File: config.mk
export PLATFORM = sky130hd
export DESIGN_NAME = rbi_quat
export DESIGN_NICKNAME = d
export VERILOG_FILES = /design/src/rtl/rbi_pkg.sv /design/src/rtl/rbi_quat.sv
export SDC_FILE = /design/constraint.sdc
export NUM_CORES = 2
export LEC_CHECK = 0
export BUFFER_PORTS_ARGS = -buffer_cell sky130_fd_sc_hd__buf_2
export CAP_MARGIN = 20
export CELL_PAD_IN_SITES_DETAIL_PLACEMENT = 0
export CELL_PAD_IN_SITES_GLOBAL_PLACEMENT = 1
export CORE_MARGIN = 5
export CORE_UTILIZATION = 40
export DETAILED_ROUTE_END_ITERATION = 6
export MAX_ROUTING_LAYER = met4
export PLACE_DENSITY = 0.71
export SYNTH_ARGS = -nofsm -noshare
export SYNTH_HDL_FRONTEND = slang
export SYNTH_SLANG_ARGS = --single-unit
File: constraint.sdc
create_clock -name clk -period 30 [get_ports clk]
set_input_delay 9 -clock clk [delete_from_list [all_inputs] [get_ports clk]]
set_output_delay 9 -clock clk [all_outputs]
set_load 0.005 [all_outputs]
File: src/rtl/rbi_pkg.sv
// Package for the rigid body integrator: fixed-point constants, command codes,
// register indexes, shared types and saturating helpers. No dependencies.
package rbi_pkg;

	localparam int FRAC_BITS = 16;
	localparam int NLANES = 3;
	localparam int QV_SHIFT = 30 - FRAC_BITS;
	localparam logic [30:0] ONE_FX = 31'(64'(1) << FRAC_BITS);
	localparam logic [30:0] MASS_MIN_RAW = 31'(((64'(1) << FRAC_BITS) + 64'd5000) / 64'd10000);
	localparam logic [30:0] MASS_MIN = (MASS_MIN_RAW == 31'd0) ? 31'd1 : MASS_MIN_RAW;
	localparam logic signed [31:0] ONE_Q30 = 32'sh4000_0000;
	localparam logic [16:0] LIN_DRAG_RST = 17'(((64'(1) << FRAC_BITS) + 64'd50) / 64'd100);
	localparam logic [16:0] ANG_DRAG_RST = 17'(((64'(1) << FRAC_BITS) + 64'd10) / 64'd20);
	localparam int DIV_BITS = 32 + FRAC_BITS;

	localparam logic [3:0] CMD_TICK    = 4'd0;
	localparam logic [3:0] CMD_FORCE   = 4'd1;
	localparam logic [3:0] CMD_TORQUE  = 4'd2;
	localparam logic [3:0] CMD_IMPULSE = 4'd3;
	localparam logic [3:0] CMD_AIMP    = 4'd4;
	localparam logic [3:0] CMD_SETVEL  = 4'd5;
	localparam logic [3:0] CMD_SETAVEL = 4'd6;
	localparam logic [3:0] CMD_SETPOS  = 4'd7;
	localparam logic [3:0] CMD_SETROT  = 4'd8;

	localparam logic [2:0] REG_MASS   = 3'd0;
	localparam logic [2:0] REG_LDRAG  = 3'd1;
	localparam logic [2:0] REG_ADRAG  = 3'd2;
	localparam logic [2:0] REG_MODE   = 3'd3;
	localparam logic [2:0] REG_GRAV_X = 3'd4;
	localparam logic [2:0] REG_GRAV_Y = 3'd5;
	localparam logic [2:0] REG_GRAV_Z = 3'd6;

	typedef logic signed [31:0] fx_t;
	typedef fx_t vec3_t [NLANES];

	// Control word from the sequencer to every lane.
	typedef struct packed {
		logic       start;
		logic       use_grav;
		logic       frozen;
		logic [2:0] op;
	} lane_ctl_t;

	localparam logic [2:0] LOP_TICK    = 3'd0;
	localparam logic [2:0] LOP_IMPULSE = 3'd1;

	function automatic fx_t sat32(input logic signed [65:0] v);
		if (v > 66'sd2147483647) return 32'sh7fff_ffff;
		if (v < -66'sd2147483648) return 32'sh8000_0000;
		return v[31:0];
	endfunction

endpackage

File: src/rtl/rbi_quat.sv
// Merge stage: quaternion update q * (1, h) with one Q2.30 multiplier,
// one product term per cycle into a wide accumulator. Uses rbi_pkg.
module rbi_quat (
	input  logic          clk,
	input  logic          arst_n,
	input  logic          start,
	input  rbi_pkg::fx_t  q_in [4],
	input  rbi_pkg::fx_t  h_in [3],
	output rbi_pkg::fx_t  q_out [4],
	output logic          busy
);
	import rbi_pkg::*;

	fx_t q_q [4];
	fx_t h_q [3];
	fx_t r_q [4];
	logic [4:0] step_q;
	logic       busy_q;
	logic signed [35:0] acc_q;
	logic [1:0]  comp;
	logic [1:0]  term;
	fx_t         fa, fb;
	logic        sub;
	logic signed [63:0] prod;
	logic signed [35:0] pf;

	assign comp = step_q[4:3] ^ 2'b00;
	assign term = step_q[1:0];

	// Term table: term 0 is the plain component, 1..3 are products.
	always_comb begin
		fa = q_q[0]; fb = h_q[0]; sub = 1'b0;
		case ({comp, term})
			4'b00_01: begin fa = q_q[1]; fb = h_q[0]; sub = 1'b1; end
			4'b00_10: begin fa = q_q[2]; fb = h_q[1]; sub = 1'b1; end
			4'b00_11: begin fa = q_q[3]; fb = h_q[2]; sub = 1'b1; end
			4'b01_01: begin fa = q_q[0]; fb = h_q[0]; end
			4'b01_10: begin fa = q_q[2]; fb = h_q[2]; end
			4'b01_11: begin fa = q_q[3]; fb = h_q[1]; sub = 1'b1; end
			4'b10_01: begin fa = q_q[0]; fb = h_q[1]; end
			4'b10_10: begin fa = q_q[3]; fb = h_q[0]; end
			4'b10_11: begin fa = q_q[1]; fb = h_q[2]; sub = 1'b1; end
			4'b11_01: begin fa = q_q[0]; fb = h_q[2]; end
			4'b11_10: begin fa = q_q[1]; fb = h_q[1]; end
			4'b11_11: begin fa = q_q[2]; fb = h_q[0]; sub = 1'b1; end
			default: ;
		endcase
	end
	assign prod = fa * fb;
	assign pf = 36'(prod >>> 30);

	always_ff @(posedge clk or negedge arst_n) begin
		if (!arst_n) begin
			busy_q <= 1'b0;
			step_q <= '0;
		end else if (start) begin
			busy_q <= 1'b1;
			step_q <= '0;
		end else if (busy_q) begin
			if (step_q == 5'b11_0_11) busy_q <= 1'b0;
			step_q <= (term == 2'd3) ? {step_q[4:3] + 2'd1, 3'b000} : step_q + 5'd1;
		end
	end

	always_ff @(posedge clk) begin
		if (start) begin
			q_q <= q_in;
			h_q <= h_in;
			r_q <= q_in;
		end else if (busy_q) begin
			if (term == 2'd0) acc_q <= 36'(q_q[comp]);
			else if (term == 2'd3) r_q[comp] <= sat32(66'(sub ? acc_q - pf : acc_q + pf));
			else acc_q <= sub ? acc_q - pf : acc_q + pf;
		end
	end

	assign q_out = r_q;
	assign busy = busy_q;

endmodule

==> impl_metrics.env <==
export IMPL_status="complete, no violations"
export IMPL_synthCells=5410
export IMPL_synth_distinct_cells=81
export IMPL_crit_path_frequent_cell="fa_1"
export IMPL_dpl_instance_area_um2=58680
export IMPL_dr_pass1_iters=6
export IMPL_slew_headroom_pct=13.15
export IMPL_wirelength_mm=188.2
export IMPL_crit_fanout=93
export IMPL_drive_gt1_share_pct=12.18
export IMPL_fin_crit_sh_pct=59.49
export IMPL_n_fill_cell=12930
export IMPL_die_w_um=378.6
export IMPL_yosysWarnings=0
export IMPL_async_flop_share_pct=1.523
export IMPL_area_growth_pct=10.69
export IMPL_die_h_um=378.6
export IMPL_drc_errors=0
export IMPL_crit_required_ps=30320
export IMPL_slowest_stage="and4_2"
export IMPL_synth_top_cells_by_area="fa_1 40%, edfxtp_1 21%, inv_1 7.7%"
export IMPL_critPathLaunchType="flip-flop"
export IMPL_synth_flop_cell="edfxtp_1"
export IMPL_routed_top_layer="met4"
export IMPL_start_util_pct=40.16
export IMPL_multi_input_area_um2=37710
export IMPL_utilization_pct=44.45
export IMPL_clk_latency_ps=630
export IMPL_ys_ff_latch=394
export IMPL_finalSetupViolCount=0
export IMPL_port_buffers=355
export IMPL_place_congestion=0.9401
export IMPL_fin_crit_ps=17850
export IMPL_hpwl_mm=146.6
export IMPL_clock_fmax_mhz=56.03
export IMPL_synth_nets=6945
export IMPL_fin_setup_tns_ps=0
export IMPL_synth_area_um2=54340
export IMPL_critical_path_max_stage_delay_ps=1000
export IMPL_worst_setup_path_end_kind="flip-flop"
export IMPL_dr_wl_met3_mm=18.12
export IMPL_htree_num_levels=2
export IMPL_postSynthAreaPerCell_um2=10.04
export IMPL_synth_seq_area_share_pct=21.72
export IMPL_root_buffer="clkbuf_16"
export IMPL_cts_tree="built"
export IMPL_cts_sinks=394
export IMPL_cts_buffer_depth=3
export IMPL_ctsResizeCount=0
export IMPL_drtAntennaViolNets=0
export IMPL_fin_nets=7202
export IMPL_ctsHoldBuffers=0
export IMPL_rsz0062_at_grt="no"
export IMPL_viasPerCell=5.516
export IMPL_holdCritPathClass="flip-flop to flip-flop"
export IMPL_grt_start_max_net_pins=178
export IMPL_synth_top_area_cell="fa_1"
export IMPL_wl_met2_mm=83.70
export IMPL_die_area_um2=143300
export IMPL_cp_top_family="compound AO/OA/AOI/OAI gates"
export IMPL_vias=41320
export IMPL_cp_num_buf_inv=9
export IMPL_path_class="flip-flop to flip-flop"
export IMPL_regArea_um2=11800
export IMPL_grt_pass1_vias=43760
export IMPL_gr_total_overflow=0
export IMPL_yosys_area_top_type_share_pct=39.86
export IMPL_stdcell_area_um2=60150
export IMPL_drv_slew=0
export IMPL_worst_pin_slew_ps=1303
export IMPL_rows=135
export IMPL_drt_iter0_drc=3760
export IMPL_track_usage_pct=27.57
export IMPL_arrival_ps=18170
export IMPL_core_area_um2=135300
export IMPL_antenna_found_initial=15
export IMPL_fin_skew_ps=35.76
export IMPL_postCtsSetupRepairBufs=0
export IMPL_wl_met1_mm=79.60
export IMPL_synth_enable_flop_cells=388
export IMPL_clk_pin_slew_ps=60
export IMPL_hold_violations=0
export IMPL_cts_buffers=44
export IMPL_cap_viol_max_count=0
export IMPL_grt_first_pass_wirelength_mm=285.6
export IMPL_wl_per_cell_um=25.12
export IMPL_io_pins=356
## flip-flops by register name, summed over array words and instances (netlist names)
signal,count
busy,1
q_out,128
h_q,96
step_q,5
q_q,128
acc_q,36
## worst paths after layout
check	from	slack, ps	to	cells after the start
max	step_q[4]$_DFFE_PN0N_	12150	q_out[36]$_DFFE_PP_	50
min	step_q[2]$_DFFE_PN0N_	530	step_q[2]$_DFFE_PN0N_	2
max reg2reg	step_q[4]$_DFFE_PN0N_	12150	q_out[36]$_DFFE_PP_	50
min reg2reg	step_q[2]$_DFFE_PN0N_	530	step_q[2]$_DFFE_PN0N_	2
max in group asynchronous	arst_n	21590	step_q[3]$_DFFE_PN0N_	1
min in group asynchronous	arst_n	8220	step_q[2]$_DFFE_PN0N_	1
## cells by family (layout without fill, tap and decap cells)
family                     after synthesis  in the layout  share of synthesized area, %
DFF                                    394            394                         21.72
and+or+nand+nor                       1383           1383                         10.52
other                                    0             11                             0
buffers and inverters                 1385           1674                         9.666
AOI/OAI and AO/OA                      770            770                         9.314
xor gates and xnor gates               104            104                         1.706
muxes                                   66             66                         2.015
adders and majority gates             1308           1308                         45.07
## metrics by stage
stage,std cells,setup slack [ps],hold slack (ps)
final,7491,12150,533.1
after global routing,7490,11200,563.7
after CTS,7479,12260,532.8
after detailed placement,7401,12300,523.8
after global placement,7401,12640,512.6
after floorplan,5410,14490,495.3
## cell usage after synthesis (10+ instances only)
| cell type | number |
|---|---|
| o21bai_1 | 11 |
| o21a_1 | 13 |
| o21ai_0 | 80 |
| a21oi_1 | 342 |
| ha_1 | 226 |
| o211ai_1 | 10 |
| nand3_1 | 32 |
| nand2b_1 | 11 |
| xor2_1 | 40 |
| nor3_1 | 29 |
| edfxtp_1 | 388 |
| nor2_1 | 549 |
| and2_1 | 46 |
| a221o_1 | 59 |
| a22o_1 | 31 |
| fa_1 | 1082 |
| buf_1 | 12 |
| nand4_1 | 19 |
| a211oi_1 | 13 |
| inv_1 | 1110 |
| a221oi_1 | 60 |
| and3_1 | 14 |
| nand2_1 | 628 |
| xnor2_1 | 63 |
| clkbuf_1 | 251 |
| a21o_1 | 61 |
| a31oi_1 | 11 |
| mux2_2 | 27 |
| o21ai_1 | 10 |
| mux4_2 | 32 |
## placed cells by master (no fill, tap or decap), types with 13 or more instances in the layout
master | Yosys | routed
mux4_2 | 32 | 32
o21a_1 | 13 | 13
a221oi_1 | 60 | 14
o21ai_0 | 80 | 80
inv_1 | 1110 | 1110
mux2_2 | 27 | 27
nor2_1 | 549 | 545
a21oi_1 | 342 | 342
buf_2 | 2 | 354
nand2_1 | 628 | 624
nand3_1 | 32 | 32
a22o_1 | 31 | 31
fa_1 | 1082 | 1082
ha_1 | 226 | 225
a221o_1 | 59 | 55
nand4_1 | 19 | 19
edfxtp_1 | 388 | 388
and3_1 | 14 | 14
xnor2_1 | 63 | 63
and2_1 | 46 | 46
xor2_1 | 40 | 40
a221oi_2 | 0 | 40
a21o_1 | 61 | 61
clkbuf_16 | 0 | 44
buf_4 | 1 | 128
nor3_1 | 29 | 28
a211oi_1 | 13 | 13
## tightest hold or removal path: stages, from the launching register on
cell and delay (ps):
dfrtp_1 370, inv_1 80, a211oi_1 40
## final cells by class
class / count / share of cell area (%)
timing repair buffer: 485 / 4.610
inverter: 1111 / 6.933
clock inverter: 29 / 0.5263
tap: 1781 / 3.705
sequential: 394 / 19.63
antenna: 11 / 0.04577
multi-input combinational: 3631 / 62.69
clock buffer: 49 / 1.862
## routing by layer
metal / up-vias / track usage [%]
met3: 303 / 5.896
li1: 17600 / -
met1: 21400 / 37.98
met5: - / -
met4: 0 / 7.838
met2: 2023 / 41.51
Power is not shown: default switching activity piles up to over one toggle a cycle in this logic, so the estimate is an artifact.
